## src/rtl/lkv_pkg.sv

```systemverilog
// shared types and constants for the lru key/value cache
// no dependencies; imported by every module of the block
package lkv_pkg;

  localparam int unsigned SLOTS_DEF = 8;
  localparam int unsigned KEY_W     = 32;
  localparam int unsigned VAL_W     = 32;
  localparam int unsigned IN_DW     = KEY_W + VAL_W;
  localparam int unsigned OUT_DW    = VAL_W + KEY_W + VAL_W;
  localparam int unsigned OUT_UW    = 2;

  // tuser bit positions on the result side
  localparam int unsigned UB_HIT   = 0;
  localparam int unsigned UB_EVICT = 1;

  typedef enum logic [1:0] {
    S_IDLE,
    S_MATCH,
    S_UPDATE
  } state_e;

  typedef struct packed {
    logic load_req;
    logic do_match;
    logic do_update;
  } cmd_t;

endpackage

```

## src/rtl/lru_key_value_cache.sv

```systemverilog
// top level of the fully associative lru key/value cache
// depends on lkv_pkg, lkv_ctrl and lkv_datapath
//
// usage
// - slave stream carries one request per transfer: tdata holds the key and
//   the new value, tuser the replace flag
// - master stream returns exactly one result per request: hit flag, value now
//   held for the key, and the evicted entry when a miss pushed one out
// - each request passes three steps: capture, parallel compare of all slots
//   with highest-match select, then the recency shift and result load; the
//   three-step sequencer has one state per step
// - so a new request is taken only once the sequencer is back in idle after
//   the shift step; the result is loaded into its register in the shift step
// - the result register parts the two sides: a new request is taken while an
//   earlier result still waits; if the receiver stalls, the next request
//   holds in the shift step until the result register frees up
// - reset clears all slot valid bits, the sequencer and the result valid;
//   no clearing pass is needed
module lru_key_value_cache import lkv_pkg::*; #(
  parameter int unsigned SLOTS = SLOTS_DEF
) (
  input  logic              clk_i,
  input  logic              rst_ni,
  input  logic              s_axis_tvalid,
  output logic              s_axis_tready,
  input  logic [IN_DW-1:0]  s_axis_tdata,  // req_key, new_value
  input  logic              s_axis_tuser,  // replace_value
  output logic              m_axis_tvalid,
  input  logic              m_axis_tready,
  output logic [OUT_DW-1:0] m_axis_tdata,  // held_value, evict_key, evict_value
  output logic [OUT_UW-1:0] m_axis_tuser   // hit, evict_valid
);

  cmd_t cmd;

  // sequencer: one request in flight, result valid flag
  lkv_ctrl u_ctrl (
    .clk_i       (clk_i),
    .rst_ni      (rst_ni),
    .req_valid_i (s_axis_tvalid),
    .req_ready_o (s_axis_tready),
    .res_valid_o (m_axis_tvalid),
    .res_ready_i (m_axis_tready),
    .cmd_o       (cmd)
  );

  // slots in recency order, slot 0 least recent
  lkv_datapath #(
    .SLOTS (SLOTS)
  ) u_datapath (
    .clk_i      (clk_i),
    .rst_ni     (rst_ni),
    .cmd_i      (cmd),
    .req_data_i (s_axis_tdata),
    .req_repl_i (s_axis_tuser),
    .res_data_o (m_axis_tdata),
    .res_user_o (m_axis_tuser)
  );

  // one request at a time: a transfer closes the input until the item is done
  a_one_in_flight: assert property (@(posedge clk_i) disable iff (!rst_ni)
    (s_axis_tvalid && s_axis_tready) |=> !s_axis_tready)
    else $error("request taken while another is in flight");

  // a hit never reports an eviction
  a_hit_no_evict: assert property (@(posedge clk_i) disable iff (!rst_ni)
    m_axis_tvalid |-> !(m_axis_tuser[UB_HIT] && m_axis_tuser[UB_EVICT]))
    else $error("eviction flagged on a hit");

  // a fresh result is preceded by its request transfer
  a_result_latency: assert property (@(posedge clk_i) disable iff (!rst_ni)
    $rose(m_axis_tvalid) |-> $past(s_axis_tvalid && s_axis_tready, 3))
    else $error("result without matching request");

endmodule

```

## src/rtl/lkv_datapath.sv

```systemverilog
// slot array, parallel key compare, recency shift and result register
// depends on lkv_pkg; driven by lkv_ctrl through cmd_t
module lkv_datapath import lkv_pkg::*; #(
  parameter int unsigned SLOTS = SLOTS_DEF
) (
  input  logic              clk_i,
  input  logic              rst_ni,
  input  cmd_t              cmd_i,
  input  logic [IN_DW-1:0]  req_data_i,
  input  logic              req_repl_i,
  output logic [OUT_DW-1:0] res_data_o,
  output logic [OUT_UW-1:0] res_user_o
);

  logic [KEY_W-1:0] key_q [SLOTS];
  logic [VAL_W-1:0] val_q [SLOTS];
  logic [SLOTS-1:0] valid_q;

  logic [KEY_W-1:0] req_key_q;
  logic [VAL_W-1:0] req_val_q;
  logic             req_repl_q;

  logic [SLOTS-1:0] match_w;
  logic [SLOTS-1:0] above_w;
  logic [SLOTS-1:0] sel_d, sel_q;
  logic [SLOTS-1:0] shm_d, shm_q;
  logic             hit_d, hit_q;

  logic [VAL_W-1:0] found_val;
  logic [VAL_W-1:0] held_val;
  logic [OUT_DW-1:0] res_data_q;
  logic [OUT_UW-1:0] res_user_q;

  // compare stage: highest matching slot wins, slots from there up shift down; on a miss all shift
  always_comb begin
    for (int i = 0; i < SLOTS; i++) begin
      match_w[i] = valid_q[i] && (key_q[i] == req_key_q);
    end
    for (int i = 0; i < SLOTS; i++) begin
      above_w[i] = |(match_w >> (i + 1));
    end
    hit_d = |match_w;
    sel_d = match_w & ~above_w;
    shm_d = hit_d ? ~above_w : {SLOTS{1'b1}};
  end

  always_comb begin
    found_val = '0;
    for (int i = 0; i < SLOTS; i++) begin
      found_val = found_val | (val_q[i] & {VAL_W{sel_q[i]}});
    end
    held_val = (hit_q && !req_repl_q) ? found_val : req_val_q;
  end

  always_ff @(posedge clk_i) begin
    if (cmd_i.load_req) begin
      req_key_q  <= req_data_i[KEY_W-1:0];
      req_val_q  <= req_data_i[IN_DW-1:KEY_W];
      req_repl_q <= req_repl_i;
    end
    if (cmd_i.do_match) begin
      sel_q <= sel_d;
      shm_q <= shm_d;
      hit_q <= hit_d;
    end
  end

  always_ff @(posedge clk_i or negedge rst_ni) begin
    if (!rst_ni) begin
      valid_q <= '0;
    end else if (cmd_i.do_update) begin
      for (int i = 0; i < SLOTS - 1; i++) begin
        if (shm_q[i]) valid_q[i] <= valid_q[i + 1];
      end
      valid_q[SLOTS-1] <= 1'b1;
    end
  end

  always_ff @(posedge clk_i) begin
    if (cmd_i.do_update) begin
      for (int i = 0; i < SLOTS - 1; i++) begin
        if (shm_q[i]) begin
          key_q[i] <= key_q[i + 1];
          val_q[i] <= val_q[i + 1];
        end
      end
      key_q[SLOTS-1] <= req_key_q;
      val_q[SLOTS-1] <= held_val;
      res_user_q[UB_HIT] <= hit_q;
      if (!hit_q && valid_q[0]) begin
        res_user_q[UB_EVICT] <= 1'b1;
        res_data_q <= {val_q[0], key_q[0], held_val};
      end else begin
        res_user_q[UB_EVICT] <= 1'b0;
        res_data_q <= {{(KEY_W + VAL_W){1'b0}}, held_val};
      end
    end
  end

  assign res_data_o = res_data_q;
  assign res_user_o = res_user_q;

endmodule

```

## src/rtl/lkv_ctrl.sv

```systemverilog
// request sequencer and result-valid flag for the lru key/value cache
// depends on lkv_pkg; issues cmd_t to lkv_datapath
module lkv_ctrl import lkv_pkg::*; (
  input  logic clk_i,
  input  logic rst_ni,
  input  logic req_valid_i,
  output logic req_ready_o,
  output logic res_valid_o,
  input  logic res_ready_i,
  output cmd_t cmd_o
);

  state_e state_q, state_d;
  logic   res_valid_q, res_valid_d;
  logic   res_free;

  always_ff @(posedge clk_i or negedge rst_ni) begin
    if (!rst_ni) begin
      state_q     <= S_IDLE;
      res_valid_q <= 1'b0;
    end else begin
      state_q     <= state_d;
      res_valid_q <= res_valid_d;
    end
  end

  assign res_free = !res_valid_q || res_ready_i;

  always_comb begin
    state_d     = state_q;
    res_valid_d = res_valid_q;
    req_ready_o = 1'b0;
    cmd_o       = '0;
    if (res_valid_q && res_ready_i) res_valid_d = 1'b0;
    unique case (state_q)
      S_IDLE: begin
        req_ready_o = 1'b1;
        if (req_valid_i) begin
          cmd_o.load_req = 1'b1;
          state_d        = S_MATCH;
        end
      end
      S_MATCH: begin
        cmd_o.do_match = 1'b1;
        state_d        = S_UPDATE;
      end
      S_UPDATE: begin
        // result register must be free before the slots move
        if (res_free) begin
          cmd_o.do_update = 1'b1;
          res_valid_d     = 1'b1;
          state_d         = S_IDLE;
        end
      end
      default: state_d = S_IDLE;
    endcase
  end

  assign res_valid_o = res_valid_q;

endmodule
```

## config.mk

```make
export PLATFORM = sky130hd
export DESIGN_NAME = lru_key_value_cache
export DESIGN_NICKNAME = d
export VERILOG_FILES = /design/src/rtl/lkv_pkg.sv /design/src/rtl/lru_key_value_cache.sv /design/src/rtl/lkv_datapath.sv /design/src/rtl/lkv_ctrl.sv
export SDC_FILE = /design/constraint.sdc
export NUM_CORES = 1
export LEC_CHECK = 0
export BUFFER_PORTS_ARGS = -buffer_cell sky130_fd_sc_hd__buf_2
export CAP_MARGIN = 20
export CORE_MARGIN = 5
export CORE_UTILIZATION = 40
export CTS_BUF_LIST = sky130_fd_sc_hd__clkbuf_8 sky130_fd_sc_hd__clkbuf_16
export DETAILED_ROUTE_END_ITERATION = 6
export GPL_ROUTABILITY_DRIVEN = 0
export PLACE_DENSITY_LB_ADDON = 0.05
export SLEW_MARGIN = 20
export SYNTH_ARGS = -nofsm -noshare
export SYNTH_HDL_FRONTEND = slang
export SYNTH_SLANG_ARGS = --single-unit
```

## constraint.sdc

```tcl
create_clock -name clk_i -period 8.5 [get_ports clk_i]
set_clock_uncertainty 0.15 [all_clocks]
set_input_delay 1.7 -clock clk_i [delete_from_list [all_inputs] [get_ports clk_i]]
set_output_delay 1.7 -clock clk_i [all_outputs]
set_load 0.1 [all_outputs]
```

* Word-level counts from Yosys, hierarchy flattened
Memories as Yosys holds them, arrays and structs flattened.
Cells that the tools add are included.
** Storage, ports and cells
- Flip-flop bits (word level) :: 190
- Bits in latches :: 0
- Bits in writable memories :: 512
- Bits in read-only memories :: 0
- Bits of input ports :: 69
- Output and inout port bits :: 100
- Logic and storage cells :: 118
- Memories :: 2
** Memories
- u_datapath.key_q :: words 8, bits a word 32, rd ports 8, clocked after memory_dff 0, write ports 8, line lkv_datapath.sv:15 : logic [KEY_W-1:0] key_q [SLOTS];
- u_datapath.val_q :: words 8, bits a word 32, rd ports 8, clocked after memory_dff 0, write ports 8, line lkv_datapath.sv:16 : logic [VAL_W-1:0] val_q [SLOTS];
** Operators by class
- $add $sub $neg :: 0
- Multiply operators :: 0
- Div/mod/pow operators :: 0
- $lt $le $gt $ge :: 0
- Eq/ne operators :: 12
- Shift operators :: 0
- Muxes and demuxes :: 37
- Bitwise gates (word level) :: 17
- Reductions and logical operators :: 31
** Operators with widths (count)
- $and A32 B32 Y32 :: 8
- $eq A32 B32 Y1 :: 8
- $or A32 B32 Y32 :: 7
- $mux W1 :: 33
- $mux W32 :: 1
- $reduce_and A2 Y1 :: 8
- $logic_and A1 B1 Y1 :: 11
- $and A8 B8 Y8 :: 1
- $not A7 Y8 :: 1
- $reduce_or A8 Y1 :: 1
- $reduce_or A7 Y1 :: 1
- $pmux W2 S3 :: 1
- $reduce_or A6 Y1 :: 1
- $reduce_or A5 Y1 :: 1
- $mux W2 :: 2
- $reduce_or A4 Y1 :: 1
- $logic_not A1 Y1 :: 3
- $reduce_or A3 Y1 :: 1
- $eq A2 B1 Y1 const B :: 1
- $eq A2 B2 Y1 const B :: 1
- $logic_not A2 Y1 :: 1
- $ne A2 B1 Y1 const B :: 1
- $ne A2 B2 Y1 const B :: 1
- $reduce_or A2 Y1 :: 1
- $logic_or A1 B1 Y1 :: 1

* Longest topological paths before layout
An unclocked memory read counts as a cell.
- Depth after elaboration :: 10
- Mapped depth :: 7
- Mapped depth without buffers :: 6

* Modules after synthesis
From an unflattened synthesis, not the netlist that was laid out.
** Unflattened totals
- Cell total of the unflattened synthesis :: 1428
- Area total of the unflattened synthesis :: 25771.0 um^2
** Modules (own cells, without submodules)
- lkv_datapath :: times used 1, cells an instance 1416, area an instance 25638.3 um^2, sequential area each 19989.2 um^2
- lkv_ctrl :: times used 1, cells an instance 12, area an instance 132.6 um^2, sequential area each 75.1 um^2

* Worst setup path before layout
No wires, ideal clock.
- Path kind :: input -> register
- Start point :: input port m_axis_tready
- End point :: register u_datapath.valid_q[0]
- Setup time :: 128 ps
- Arrival time :: 7932 ps
- Required time :: 8222 ps
- Slack :: 290 ps
- Stages :: 5
- Buffers on the path :: 1
- Cells stage by stage :: nand2b_1 nor2b_1 clkbuf_1 and2_1 mux2_2
** RTL lines
- start, declared :: line lru_key_value_cache.sv:29 : input logic m_axis_tready,
- end signal, assigned by index :: line lkv_datapath.sv:73 : if (shm_q[i]) valid_q[i] <= valid_q[i + 1];
- end, declared :: line lkv_datapath.sv:17 : logic [SLOTS-1:0] valid_q;

* Final worst setup path
- Start point :: input port m_axis_tready
- End point :: register u_datapath.valid_q[4]
** On the way
- Cells in the longest elaborated chain, start to end :: 4
** Ends and longest elaborated chain
- $logic_or A1 B1 Y1 :: line lkv_ctrl.sv:27 : assign res_free = !res_valid_q || res_ready_i;
- $mux W1 :: line lkv_ctrl.sv:49 : if (res_free) begin
- $mux W1 :: line lkv_ctrl.sv:35 : unique case (state_q)
- $reduce_and A2 Y1 (no source line)
Every way passes these cells.
A chain may end at the register's enable or synchronous reset.

==> metrics.cfg <==
[floorplanning]
num_rows = 93
boundaryPins = 169
die_height_um = 264
fp.dieArea_um2 = 69400
start_util = 0.402
core_area_um2 = 64000
die_w_um = 264

[detailed_routing]
dr.pass1.iters = 5
via_count = 12611
drt_iter0_drc = 852
postRouteAntennaNets = 0
routed_via_density = 5.00
routed_wl_mm = 59.8
wl_per_cell_um = 23.7
drc = 0

[setup_path]
cp-end-kind = flip-flop
crit_type = primary input to flip-flop
cp.required_ns = 8.83
rr_startpoint = u_ctrl.state_q[0]
setup.worst_path.end = u_datapath.valid_q[4]
slowest_stage = and2_2
reg2reg_depth = 6
r2r_slack_ns = 5.10
crit_fanout = 138
startpoint = m_axis_tready
start_kind = primary input
cpPeakStageDelay_ns = 0.67
crit_path_cell_trace = buf_2, nand2b_1, nor2b_4, buf_12, and2_2, buf_4, mux2_2
reg2reg_to = u_datapath.valid_q[4]
critical_path_arrival_ns = 4.45

[sta]
min_period_ns = 4.13
setup_tns_ns = 0
hold_viol = 0
worst_pin_slew_ns = 1.04
finalMaxSlewViolations = 0
grt_setup_unrepaired = no
max_slew_margin = 0.304
finalSetupViolations = 0
finalCritPeriodShare = 0.485
timing.fmax_mhz = 242

[pwr]
p_sw_frac = 0.316
total_power_mw = 9.74
p_switching_mw = 3.08
power.leakage_nw = 9.97
p_per_area_nw_per_um2 = 329
ir_worst_vdd_uv = 253
p_comb_frac = 0.196
internal-power_mw = 6.66
pwr-share-clk = 0.303
seqPwrFrac = 0.501

[cts]
post_cts_resized = 0
ctsLongestPathBuffers = 3
clock_tree.root_cell = clkbuf_16
cts.sinks = 670
path_clk_slew_ns = 0.06
holdBufCountCts = 0
h-tree-depth = 3
clk_latency_ns = 0.61
numCtsBuffers = 73
cts_setup_buffers = 0
cts_tree = yes

[layout]
final_nets = 1676
multi_input_area_um2 = 5050
nFillCells = 5666
register_area_um2 = 20100
syn2layout_area_growth_pct = 15.0
drive_above_1_share = 0.193

[logic_synthesis]
synth_edf_count = 659
synth_nets = 1502
ys_ff_latch = 670
synth_cells = 1433
synthTopCellsByArea = edfxtp_1 (77%), xnor2_1 (6.3%), a22oi_1 (3.7%), xor2_1 (2.2%), and2_1 (1.8%)
ys.warnings.count = 0
ys_async_sr_fraction = 0.0164
synth_ff_type = edfxtp_1
synth-seq-area-share = 0.780
avgSynthCellArea_um2 = 17.9
synth_area_um2 = 25700
yosysTopAreaCell = edfxtp_1
yosys.cell_types.count = 32
synth_top_area_share = 0.770

[place]
portBuffers = 168
hpwl_mm = 39.1

[worst_hold_path]
min_path_type = flip-flop to flip-flop
hold_start = u_datapath.val_q[0][85]

[global_route]
grt_max_degree = 139
antenna_found_initial = 0
grt_usage = 0.170
grt_pass1_wl_mm = 89.1
grt_pass1_vias = 13336
grt.overflow.total = 0

[run_status]
status = completed

[flow_run]
maxCapViolCount = 0

==> per-stage QoR <==
step	cells	hold slack (ns)	setup slack [ns]	utilization	cell area [um^2]
final	2523	0.286	4.37	0.462	29600
after floorplan	1433	0.271	0.290	-	25700
after CTS	2522	0.286	4.35	0.462	29600
after detailed placement	2387	0.284	3.70	0.427	27300
after global routing	2522	0.302	4.20	0.462	29600
after global placement	2387	0.279	3.74	0.427	27300
==> cell families after synthesis <==
| family | count (synthesis) | share of synthesized area |
|---|---|---|
| flip-flops | 670 | 0.780 |
| XOR/XNOR | 253 | 0.0871 |
| AO/OA/AOI/OAI | 196 | 0.0589 |
| AND/OR/NAND/NOR | 196 | 0.0461 |
| buffers and inverters | 111 | 0.0243 |
| multiplexers | 7 | 0.00307 |
==> layout make-up <==
| class | count | share of cell area |
|---|---|---|
| inverters | 8 | 0.00102 |
| clock buffers | 82 | 0.0683 |
| diodes | 1 | 0.0000846 |
| clock inverters | 53 | 0.00766 |
| repair buffers | 202 | 0.0375 |
| flip-flops and latches | 670 | 0.679 |
| multi-input cells | 652 | 0.171 |
| well taps | 855 | 0.0362 |
==> flip-flops by register name, summed over array words and instances (netlist names) <==
| name | count |
|---|---|
| u_datapath.val_q | 256 |
| u_datapath.req_val_q | 32 |
| u_ctrl.res_valid_o | 1 |
| u_datapath.shm_q | 7 |
| u_datapath.res_user_o | 2 |
| u_datapath.valid_q | 8 |
| u_datapath.hit_q | 1 |
| u_ctrl.state_q | 2 |
| u_datapath.sel_q | 8 |
| u_datapath.key_q | 256 |
| u_datapath.req_repl_q | 1 |
| u_datapath.res_data_o | 64 |
| u_datapath.req_key_q | 32 |
==> layout by cell type (no fill, tap or decap), types with 31 or more instances in the layout <==
cell and count:
a41oi_1 32, nand4_1 42, buf_2 168, and2_1 65
inv_1 31, xor2_1 65, a21o_1 32, xnor2_1 185
clkbuf_16 79, a22oi_1 128, edfxtp_1 659, buf_4 33
==> worst max-delay path, delay by kind of cell <==
| family | cells | cell delay [ns] |
|---|---|---|
| buf+inv | 3 | 1.23 |
| simple gates | 3 | 0.98 |
| mux | 1 | 0.40 |
==> power by group through the flow <==
stage / combinational, mW / sequential, mW / clock, mW
after floorplan: 1.09 / 5.24 / 0
after global placement: 1.94 / 4.94 / 0
after detailed placement: 1.95 / 4.95 / 0
after CTS: 1.95 / 4.89 / 3.03
after global routing: 2.03 / 4.95 / 3.19
final: 1.91 / 4.88 / 2.95
==> per-layer routing <==
metal,wire length (um),up-vias,GRT usage
li1,-,5875,-
met1,28700,6349,0.251
met2,27200,322,0.262
met3,2700,65,0.0289
met4,1130,0,0.0468
met5,0,-,0
==> cells in the mapped netlist, types with 8 or more instances <==
library cell  instances
nand3_1              16
a41oi_1              32
inv_1                 8
a21o_1               32
clkbuf_1             36
buf_2                19
xnor2_1             185
nand2b_1              8
dfrtp_1              11
nand4_1              42
xor2_1               65
and2_1               73
buf_4                41
nor4_1               25
nor3_1                9
edfxtp_1            659
a22oi_1             128
==> worst min path at each step <==
stage | to | slack [ns] | depth (start not counted)
6_report | u_datapath.val_q[0][53] | 0.29 | 0
3_5_place_dp | u_datapath.val_q[0][120] | 0.28 | 0
3_3_place_gp | u_datapath.val_q[1][36] | 0.28 | 0
2_1_floorplan | u_datapath.key_q[1][100] | 0.27 | 0
5_1_grt | u_datapath.val_q[0][114] | 0.30 | 0
4_1_cts | u_datapath.val_q[0][53] | 0.29 | 0
Note: power is estimated with default switching activity, not from simulation.
